[config.mk]
export PLATFORM = sky130hd
export DESIGN_NAME = mfe_ctrl
export DESIGN_NICKNAME = d
export VERILOG_FILES = /design/src/design/assert_macros.svh /design/src/design/mfe_pkg.sv /design/src/design/mfe_ctrl.sv
export SDC_FILE = /design/constraint.sdc
export NUM_CORES = 1
export LEC_CHECK = 0
export BUFFER_PORTS_ARGS = -buffer_cell sky130_fd_sc_hd__buf_4
export CAP_MARGIN = 20
export CORE_MARGIN = 2
export CORE_UTILIZATION = 52
export DETAILED_ROUTE_END_ITERATION = 8
export GPL_TIMING_DRIVEN = 0
export PLACE_DENSITY = 0.79
export SYNTH_ARGS = -nofsm -noshare
export SYNTH_HDL_FRONTEND = slang
export SYNTH_SLANG_ARGS = --single-unit
[constraint.sdc]
create_clock -name clk -period 1.8 [get_ports clk]
set_input_delay 0.27 -clock clk [delete_from_list [all_inputs] [get_ports clk]]
set_output_delay 0.27 -clock clk [all_outputs]
set_load 0.02 [all_outputs]
[src/design/assert_macros.svh]
// ----------------------------------------------------------------------------
// assert_macros.svh
// Shared concurrent assertion macros.
// ----------------------------------------------------------------------------
`ifndef ASSERT_MACROS_SVH
`define ASSERT_MACROS_SVH

// expr holds at every clock edge out of reset
`define ASSERT_ALWAYS(lbl, clk, rst_n, expr) \
	lbl: assert property (@(posedge clk) disable iff (!rst_n) (expr)) \
		else $error("assertion failed");

// cons holds in the same cycle as ante
`define ASSERT_IMPLY(lbl, clk, rst_n, ante, cons) \
	lbl: assert property (@(posedge clk) disable iff (!rst_n) (ante) |-> (cons)) \
		else $error("assertion failed");

// cons holds in the cycle after ante
`define ASSERT_NEXT(lbl, clk, rst_n, ante, cons) \
	lbl: assert property (@(posedge clk) disable iff (!rst_n) (ante) |=> (cons)) \
		else $error("assertion failed");

`endif

[src/design/mfe_pkg.sv]
// ----------------------------------------------------------------------------
// mfe_pkg
// Types and constants shared by the max flow engine.
// ----------------------------------------------------------------------------
`timescale 1ns / 1ps

package mfe_pkg;

	localparam int MAX_NODES      = 64;
	localparam int NODE_W         = 6;
	localparam int NCNT_W         = 7;
	localparam int MAX_EDGE_SLOTS = 1024;
	localparam int SLOT_W         = 10;
	localparam int LINK_W         = 11;
	localparam int CAP_W          = 16;
	localparam int FLOW_W         = 26;
	localparam int LVL_W          = 7;
	localparam int CNT_W          = 7;
	localparam int STATUS_W       = 3;
	localparam int CMD_W          = 2;

	localparam logic [LINK_W-1:0] NULL_LINK = LINK_W'(MAX_EDGE_SLOTS);
	localparam logic [FLOW_W-1:0] FLOW_MAX  = {FLOW_W{1'b1}};

	typedef enum logic [CMD_W-1:0] {
		CMD_CLEAR = 2'd0,
		CMD_ADD   = 2'd1,
		CMD_RUN   = 2'd2
	} cmd_t;

	typedef enum logic [STATUS_W-1:0] {
		ST_CLEARED = 3'd0,
		ST_ADDED   = 3'd1,
		ST_FULL    = 3'd2,
		ST_FLOW    = 3'd3,
		ST_BAD     = 3'd4
	} status_t;

	typedef enum logic [5:0] {
		OP_IDLE, OP_DISP, OP_CLEAR, OP_A1, OP_A2, OP_A3, OP_A4,
		OP_B0, OP_BPOP, OP_BV, OP_BV2, OP_BE, OP_BE2, OP_CI,
		OP_DV, OP_DV2, OP_DE, OP_DE2, OP_DE3, OP_DFAIL, OP_DPOP, OP_DPOP2,
		OP_GINIT, OP_GM1, OP_GM2, OP_GM3, OP_GU1, OP_GU2, OP_GU3, OP_GU4,
		OP_DONE
	} op_t;

	typedef struct packed {
		logic [CMD_W-1:0]  command;
		logic [NODE_W-1:0] from_node;
		logic [NODE_W-1:0] to_node;
		logic [CAP_W-1:0]  capacity;
		logic [NODE_W-1:0] source_node;
		logic [NODE_W-1:0] sink_node;
	} req_t;

	typedef struct packed {
		op_t  op;
		logic take;
	} ctl_t;

	typedef struct packed {
		status_t code;
		logic    q_empty;
		logic    snk_reached;
		logic    ci_last;
		logic    edge_null;
		logic    at_sink;
		logic    path_ok;
		logic    lvl_up;
		logic    depth_full;
		logic    depth_zero;
		logic    list_done;
		logic    out_free;
	} stat_t;

endpackage

[src/design/mfe_ctrl.sv]
// ----------------------------------------------------------------------------
// mfe_ctrl
// Sequencer: dispatch, clear, edge insert, level search, path search, augment.
// ----------------------------------------------------------------------------
`timescale 1ns / 1ps

module mfe_ctrl (
	input  logic           clk,
	input  logic           arst_n,
	input  logic           req_valid,
	output logic           req_ready,
	input  mfe_pkg::stat_t stat,
	output mfe_pkg::ctl_t  ctl
);
	import mfe_pkg::*;

	typedef enum logic [5:0] {
		S_IDLE, S_DISP, S_CLEAR, S_A1, S_A2, S_A3, S_A4,
		S_B0, S_BPOP, S_BV, S_BV2, S_BE, S_BE2, S_CI,
		S_DV, S_DV2, S_DE, S_DE2, S_DE3, S_DFAIL, S_DPOP, S_DPOP2,
		S_GINIT, S_GM1, S_GM2, S_GM3, S_GU1, S_GU2, S_GU3, S_GU4,
		S_DONE
	} state_t;

	state_t state_q, state_d;

	assign req_ready = (state_q == S_IDLE);

	always_comb begin
		state_d = state_q;
		unique case (state_q)
			S_IDLE:  if (req_valid) state_d = S_DISP;
			S_DISP: begin
				unique case (stat.code)
					ST_CLEARED: state_d = S_CLEAR;
					ST_ADDED:   state_d = S_A1;
					ST_FLOW:    state_d = S_B0;
					default:    state_d = S_DONE;
				endcase
			end
			S_CLEAR: state_d = S_DONE;
			S_A1:    state_d = S_A2;
			S_A2:    state_d = S_A3;
			S_A3:    state_d = S_A4;
			S_A4:    state_d = S_DONE;
			S_B0:    state_d = S_BPOP;
			S_BPOP: begin
				if (stat.q_empty) begin
					state_d = stat.snk_reached ? S_CI : S_DONE;
				end else begin
					state_d = S_BV;
				end
			end
			S_BV:    state_d = S_BV2;
			S_BV2:   state_d = S_BE;
			S_BE:    state_d = stat.edge_null ? S_BPOP : S_BE2;
			S_BE2:   state_d = S_BE;
			S_CI:    state_d = stat.ci_last ? S_DV : S_CI;
			S_DV:    state_d = stat.at_sink ? S_GINIT : S_DV2;
			S_DV2:   state_d = S_DE;
			S_DE:    state_d = stat.edge_null ? S_DFAIL : S_DE2;
			S_DE2:   state_d = stat.path_ok ? S_DE3 : S_DE;
			S_DE3: begin
				if (stat.lvl_up) begin
					state_d = stat.depth_full ? S_DFAIL : S_DV;
				end else begin
					state_d = S_DE;
				end
			end
			S_DFAIL: state_d = stat.depth_zero ? S_B0 : S_DPOP;
			S_DPOP:  state_d = S_DPOP2;
			S_DPOP2: state_d = S_DV;
			S_GINIT: state_d = S_GM1;
			S_GM1:   state_d = stat.list_done ? S_GU1 : S_GM2;
			S_GM2:   state_d = S_GM3;
			S_GM3:   state_d = S_GM1;
			S_GU1:   state_d = stat.list_done ? S_DV : S_GU2;
			S_GU2:   state_d = S_GU3;
			S_GU3:   state_d = S_GU4;
			S_GU4:   state_d = S_GU1;
			S_DONE:  if (stat.out_free) state_d = S_IDLE;
			default: state_d = S_IDLE;
		endcase
	end

	always_ff @(posedge clk or negedge arst_n) begin
		if (!arst_n) begin
			state_q <= S_IDLE;
		end else begin
			state_q <= state_d;
		end
	end

	always_comb begin
		ctl.take = req_valid && (state_q == S_IDLE);
		unique case (state_q)
			S_IDLE:  ctl.op = OP_IDLE;
			S_DISP:  ctl.op = OP_DISP;
			S_CLEAR: ctl.op = OP_CLEAR;
			S_A1:    ctl.op = OP_A1;
			S_A2:    ctl.op = OP_A2;
			S_A3:    ctl.op = OP_A3;
			S_A4:    ctl.op = OP_A4;
			S_B0:    ctl.op = OP_B0;
			S_BPOP:  ctl.op = OP_BPOP;
			S_BV:    ctl.op = OP_BV;
			S_BV2:   ctl.op = OP_BV2;
			S_BE:    ctl.op = OP_BE;
			S_BE2:   ctl.op = OP_BE2;
			S_CI:    ctl.op = OP_CI;
			S_DV:    ctl.op = OP_DV;
			S_DV2:   ctl.op = OP_DV2;
			S_DE:    ctl.op = OP_DE;
			S_DE2:   ctl.op = OP_DE2;
			S_DE3:   ctl.op = OP_DE3;
			S_DFAIL: ctl.op = OP_DFAIL;
			S_DPOP:  ctl.op = OP_DPOP;
			S_DPOP2: ctl.op = OP_DPOP2;
			S_GINIT: ctl.op = OP_GINIT;
			S_GM1:   ctl.op = OP_GM1;
			S_GM2:   ctl.op = OP_GM2;
			S_GM3:   ctl.op = OP_GM3;
			S_GU1:   ctl.op = OP_GU1;
			S_GU2:   ctl.op = OP_GU2;
			S_GU3:   ctl.op = OP_GU3;
			S_GU4:   ctl.op = OP_GU4;
			S_DONE:  ctl.op = OP_DONE;
			default: ctl.op = OP_IDLE;
		endcase
	end
endmodule

-- After elaboration in Yosys (flattened, before gate mapping)
Memory sizes are Yosys's and may differ from the RTL's.
Cells that the tools add are included.
- flip-flop bits (word level): 6
- bits in read-only memories: 160
- memories: 1
- memories (memory ; words ; bits a word ; read ports ; clocked after memory_dff ; write ports ; line ; text):
    (no name shown) ; 32 ; 5 ; 1 ; 0 ; 0 ; mfe_ctrl.sv:96 ; unique case (state_q)
- equality and inequality tests: 34
- multiplexer cells: 17
- reduce and logical (&&, ||, !) cells: 7
- operators by type and width (kind ; count):
    6-bit one-hot mux with 28 select lines ; 1
    6-bit by 5-bit equality test with 1-bit output, second input constant ; 15
    6-bit by 4-bit equality test with 1-bit output, second input constant ; 8
    5-bit 2-to-1 mux ; 7
    6-bit by 3-bit equality test with 1-bit output, second input constant ; 4
    6-bit 2-to-1 mux ; 3
    5-bit one-hot mux with 3 select lines ; 1
    6-bit by 2-bit equality test with 1-bit output, second input constant ; 2
    2-bit 2-to-1 mux ; 4
    6-bit by 1-bit equality test with 1-bit output, second input constant ; 1
    6-bit logical NOT ; 1
    2-bit OR reduction ; 3
    2-bit != test, second input constant ; 2
    3-bit by 1-bit equality test with 1-bit output, second input constant ; 1
    3-bit by 2-bit equality test with 1-bit output, second input constant ; 1
    3-bit logical NOT ; 1
    3-bit 2-to-1 mux ; 1
    2-bit AND reduction ; 1
    1-bit logical AND ; 1

-- Logic depth before layout (Yosys ltp)
Gate-level depths: netlist of run 1.
- depth in word-level cells: 3
- mapped depth: 7
- depth with buffers taken out: 5

-- Worst setup path before layout of run 1
No wires, ideal clock.
- path kind: reg-to-output
- from: register state_q[1]
- to: output ctl[5] (netlist bit)
- data arrival time: 1255 ps
- path slack: 275 ps
- stages on the path, launching flop included: 5
- cell sequence: dfrtp_1 buf_4 buf_4 buf_4 a31oi_1
- RTL lines (element ; line ; text):
    from (decl) ; mfe_ctrl.sv:25 ; state_t state_q, state_d;
    from (signal assigned) ; mfe_ctrl.sv:90 ; state_q <= state_d;
    to (decl) ; mfe_ctrl.sv:13 ; output mfe_pkg::ctl_t ctl

==> results.py, run 1 <==
metrics = {
    "status": {
        "status": "complete, no violations",
    },
    "power": {
        "finalPower_mw": 2.44,
        "leakage_nw": 0.505,
        "p_switching_mw": 1.33,
        "switching_share_pct": 54.8,
        "p_comb_share_pct": 83.7,
        "p_seq_share_pct": 10.4,
        "p_int_mw": 1.10,
        "irDropWorstVdd_mv": 1.26,
        "power_frac_clock_pct": 5.9,
        "power.density_nw_per_um2": 2090,
    },
    "synth": {
        "synthCells": 131,
        "ys_seq_area_share_pct": 13.6,
        "synth_nets": 148,
        "synthMostInstantiatedCell": "nor2_1",
        "ys.flop_type": "dfrtp_1",
        "ys_types": 47,
        "synth_edf_count": 0,
        "syn-mean-instance-area_um2": 7.00,
        "synth_top_area_share_pct": 13.6,
        "synth_top_cell_by_area": "dfrtp_1",
        "ys_warn_count": 0,
        "synthTopCellsByArea": "dfrtp_1 14%, nor2_1 5.7%, o21ai_0 4.9%",
        "syn-cell-area_um2": 917,
        "ys_ff_latch": 5,
        "async_flop_share_pct": 100,
        "netlist_top_cells_count": "14 x nor2_1, 12 x nand2_1, 9 x o21ai_0",
    },
    "cells_and_area": {
        "fin_util_pct": 69.0,
        "largestRegisters": "state_q: 5 flops",
        "drive_above_1_share_pct": 33.3,
        "area_delta_synth_final_pct": 27.1,
        "largest_reg_flops": 5,
        "diodes": 0,
        "regMostFlops": "state_q",
        "final_cells": 176,
        "fin_nets": 177,
        "fill_cells": 135,
    },
    "detailed_routing": {
        "drc": 0,
        "avgViaCountPerCell": 6.93,
        "postRouteWirelength_um": 3150,
        "firstDrtPassIters": 5,
        "ant_nets": 0,
        "via_count": 1220,
        "detail_route.wl_per_cell_um": 17.9,
        "drt_iter0_markers": 144,
    },
    "setup_path": {
        "crit_chain": "buf_2 -> buf_2 -> a31oi_1 -> buf_4",
        "cp.buffers_inverters": 3,
        "critPathCaptureType": "primary output",
        "critPathMaxStageDelay_ns": 0.47,
        "r2r_cells": 6,
        "cp-start-kind": "register",
        "worst-path-stages": 4,
        "path_common_cell": "buf_2",
        "cp_max_fo": 10,
        "critPathRequiredTime_ns": 1.53,
        "crit_type": "register to primary output",
        "cp_slowest_cell": "dfrtp_2",
        "crit_family": "buffers and inverters",
        "arrival_ns": 1.48,
    },
    "floorplanning": {
        "coreArea_um2": 1690,
        "rows": 15,
        "die_area_um2": 2120,
        "die_h_um": 46.0,
        "initial_core_util_pct": 54.3,
        "die_w_um": 46.0,
        "io_pins": 25,
    },
    "grt": {
        "grt_util_all_layers_pct": 31.9,
        "grt_overflow_total": 0,
        "grt_pass1_wl_um": 4890,
        "grt_start_max_net_pins": 11,
        "grt_pass1_vias": 1099,
        "grt_antenna_before_repair": 0,
    },
    "job": {
        "max_cap_viol_count": 0,
    },
    "sta": {
        "hold_viol": 0,
        "slew_violations": 0,
        "setup_viol": 0,
        "rsz0062_at_grt": "false",
        "fin_skew_ns": 0.00612,
        "finalCritPeriodShare_pct": 97.4,
        "fin_hold_ws_ns": 0.346,
        "final.min_clock_period_ns": 1.75,
        "finalSetupTns_ns": 0,
        "clock.fmax_mhz": 570,
    },
    "place": {
        "dpl.cell_count": 171,
        "place_hpwl_um": 2250,
        "gp_congestion": 0.952,
        "port_buffers": 23,
    },
    "min_path": {
        "hp-class": "input port to asynchronous set/reset pin",
    },
    "cts": {
        "cts_root_buf": "clkbuf_4",
        "numCtsBuffers": 3,
        "postCtsSetupRepairBufs": 0,
        "cts_sinks": 5,
        "h-tree-depth": 1,
        "cts_tree": "yes",
        "cts.clk_slew.worst_paths_ns": 0.05,
        "clock_latency_ns": 0.26,
        "cts_max_path_buffers": 2,
    },
}
-- logic make-up after synthesis --
family	share of synthesized area, %
muxes	1.23
and+or+nand+nor	28.5
other	0.409
xor gates and xnor gates	0.955
DFF	13.6
buffers and inverters	14.2
AOI/OAI and AO/OA	41.1
-- routing by layer --
layer	vias up	track usage (%)	wire, um
met5	-	0	0
met4	0	14.9	112
li1	541	-	-
met3	23	8.33	449
met1	542	39.5	1160
met2	114	50.8	1430
-- path summary, 6_finish.rpt --
check                           slack (ns)         end  startpoint
worst max-delay path                  0.05      ctl[1]  state_q[4]
worst min-delay path                  0.35  state_q[0]      arst_n
max in group asynchronous             1.34  state_q[4]      arst_n
min in group clk                      0.38  state_q[0]   req_valid
worst min register to register        0.83  state_q[4]  state_q[0]
worst max register to register        0.24  state_q[3]  state_q[4]
-- cells in the final DEF, fill, tap and decap left out, types with 3 or more instances in the layout --
master / instances
a21oi_1: 4
a31oi_1: 7
buf_2: 6
buf_4: 25
buf_6: 5
clkbuf_4: 5
dfrtp_1: 4
inv_1: 6
nand2_1: 12
nand2b_1: 3
nand4_1: 5
nor2_1: 14
nor2b_2: 3
nor3_1: 3
o21ai_0: 9
o21ai_1: 4
-- stage by stage --
stage / setup WS [ns] / instance area, um^2
after floorplan: 0.275 / 917
after global placement: 0.239 / 1110
after detailed placement: 0.250 / 1110
after CTS: 0.00525 / 1150
after global routing: 0.00275 / 1170
final: 0.0464 / 1170
-- layout make-up --
| class | instances | area, um^2 | area share [%] |
|---|---|---|---|
| Multi-Input combinational cell | 104 | 667 | 57.2 |
| Timing Repair Buffer | 24 | 183 | 15.7 |
| Sequential cell | 5 | 126 | 10.8 |
| Buffer | 15 | 116 | 9.98 |
| Clock buffer | 4 | 26.3 | 2.25 |
| Inverter | 7 | 26.3 | 2.25 |
| Tap cell | 17 | 21.3 | 1.82 |
-- repair_timing --
item / 4_1_cts / 5_1_grt
gates resized for setup: 0 / 6
setup endpoints to repair: 0 / 5
hold endpoints to repair: 5 / 0
hold buffers: 1 / 0
-- power by group through the flow --
stage | Clock [mW] | Sequential [mW] | Combinational, mW
CTS | 0.144 | 0.240 | 1.94
floorplan | 0 | 0.219 | 1.46
global route | 0.151 | 0.253 | 2.16
finish | 0.144 | 0.254 | 2.04
global placement | 0 | 0.237 | 1.94
detailed placement | 0 | 0.241 | 1.93
Power figures use the tool's default switching activity.
==> run 2: changes to the inputs <==
--- a/config.mk
+++ b/config.mk
@@ -12,6 +12,7 @@
 export DETAILED_ROUTE_END_ITERATION = 8
 export GPL_TIMING_DRIVEN = 0
 export PLACE_DENSITY = 0.79
+export SKIP_LAST_GASP = 1
 export SYNTH_ARGS = -nofsm -noshare
 export SYNTH_HDL_FRONTEND = slang
 export SYNTH_SLANG_ARGS = --single-unit
==> constraint.sdc (replaced) <==
create_clock -name clk -period 2 [get_ports clk]
set_input_delay 0.3 -clock clk [delete_from_list [all_inputs] [get_ports clk]]
set_output_delay 0.3 -clock clk [all_outputs]
set_load 0.02 [all_outputs]
==> run 2 against run 1 <==
Worst setup slack better by 0.094 ns. Cell count unchanged. Register-to-register slack better by 0.15 ns. Global-route usage unchanged. Power down 12%. Clock skew down 0.00051 ns. Utilization down 1.1 points. Combinational power down 12%. Hold slack better by 0.031 ns. Die area unchanged. Highest routed layer unchanged.
==> results.py, run 2 (synthesis gave the netlist of run 1 again) <==
metrics = {
    "place": {
        "port_buffers": 23,
        "place_hpwl_um": 2250,
        "gp_congestion": 0.952,
        "dpl.cell_count": 171,
        "place_ws_ns": 0.450,
        "placed_area_um2": 1110,
    },
    "cts": {
        "cts.clk_slew.worst_paths_ns": 0.05,
        "cts_tree": "yes",
        "numCtsBuffers": 3,
        "h-tree-depth": 1,
        "cts_max_path_buffers": 2,
        "cts_sinks": 5,
        "clock_latency_ns": 0.26,
        "cts_root_buf": "clkbuf_4",
    },
    "detailed_routing": {
        "ant_nets": 0,
        "via_count": 1202,
        "m1WireLength_um": 1250,
        "detail_route.wl_per_cell_um": 17.8,
        "drt_iter0_markers": 115,
        "routed.top_layer": "met4",
        "met2_length_um": 1380,
        "met3RoutedLength_um": 401,
        "firstDrtPassIters": 6,
        "drc": 0,
        "avgViaCountPerCell": 6.83,
        "postRouteWirelength_um": 3130,
    },
    "cells_and_area": {
        "diodes": 0,
        "area_delta_synth_final_pct": 25.1,
        "layout_common_cells": "27 x buf_4, 14 x nor2_1, 12 x nand2_1",
        "multiInputGateArea_um2": 662,
        "final_common_cell": "buf_4",
        "final_cells": 176,
        "layout.area.seq_um2": 125,
        "regMostFlops": "state_q",
        "fill_cells": 140,
        "largestRegisters": "state_q: 5 flops",
        "fin_nets": 177,
        "drive_above_1_share_pct": 32.1,
        "design_area_um2": 1150,
        "largest_reg_flops": 5,
        "fin_util_pct": 67.9,
    },
    "grt": {
        "grt_util_all_layers_pct": 31.9,
        "grt_pass1_vias": 1099,
        "grt_overflow_total": 0,
        "grt_start_max_net_pins": 11,
        "grt_pass1_wl_um": 4890,
        "grt_antenna_before_repair": 0,
    },
    "sta": {
        "finalCritPeriodShare_pct": 93.0,
        "setup_slack_ns": 0.140,
        "fin_hold_ws_ns": 0.377,
        "slew_violations": 0,
        "setup_viol": 0,
        "rsz0062_at_grt": "false",
        "clock.fmax_mhz": 538,
        "fin_skew_ns": 0.00560,
        "finalSetupTns_ns": 0,
        "final.min_clock_period_ns": 1.86,
        "hold_viol": 0,
    },
    "power": {
        "power.density_nw_per_um2": 1870,
        "leakage_nw": 0.501,
        "finalPower_mw": 2.15,
        "irDropWorstVdd_mv": 0.959,
    },
    "setup_path": {
        "critPathMaxStageDelay_ns": 0.46,
        "ff2ff_setup_slack_ns": 0.39,
        "cp.buffers_inverters": 3,
        "cp-start-kind": "register",
        "crit_type": "register to primary output",
        "critPathRequiredTime_ns": 1.70,
        "cp_slowest_cell": "dfrtp_1",
        "crit_family": "buffers and inverters",
        "cp_max_fo": 10,
        "arrival_ns": 1.56,
        "crit_chain": "inv_1 -> buf_2 -> nand3_1 -> nor2_1 -> buf_4",
        "critPathCaptureType": "primary output",
    },
    "floorplanning": {
        "rows": 15,
        "die_w_um": 46.0,
        "coreArea_um2": 1690,
        "die_h_um": 46.0,
        "io_pins": 25,
        "die_area_um2": 2120,
        "initial_core_util_pct": 54.3,
    },
    "status": {
        "status": "complete, no violations",
    },
    "job": {
        "max_cap_viol_count": 0,
    },
    "min_path": {
        "hp-class": "input port to asynchronous set/reset pin",
    },
}
[run 2: what timing repair did]
item                                   CTS  global route
hold buffers                             1             0
endpoints found under the hold margin    5             0
setup buffers                            0             0
resized for setup                        0             0
setup endpoints to repair                0             0
[run 2: final cells by class]
class / count / area share (%)
plain buffers: 15 / 9.05
clock buffers: 4 / 2.29
inverters: 7 / 2.29
multi-input cells: 104 / 57.7
flip-flops and latches: 5 / 10.9
well taps: 17 / 1.85
repair buffers: 24 / 15.9
[run 2: where the power goes]
group | total (mW) | leakage [nW] | internal, mW | switching (mW)
clock network | 0.131 | 0.0150 | 0.0763 | 0.0543
registers | 0.217 | 0.0580 | 0.161 | 0.0569
logic | 1.80 | 0.428 | 0.728 | 1.07
total | 2.15 | 0.501 | 0.965 | 1.18
[run 2: worst paths after layout]
check	to	start	cells past startpoint
max	req_ready	state_q[4]	5
max reg2reg	state_q[3]	state_q[4]	6
max in group asynchronous	state_q[2]	arst_n	2
min	state_q[0]	arst_n	2
min reg2reg	state_q[1]	state_q[0]	3
min in group clk	state_q[0]	req_valid	3
[run 2: per-layer routing]
metal	vias to the layer above	GRT usage [%]
met5	-	0
met4	0	14.9
met3	18	8.33
met2	118	50.8
met1	521	39.5
li1	545	-
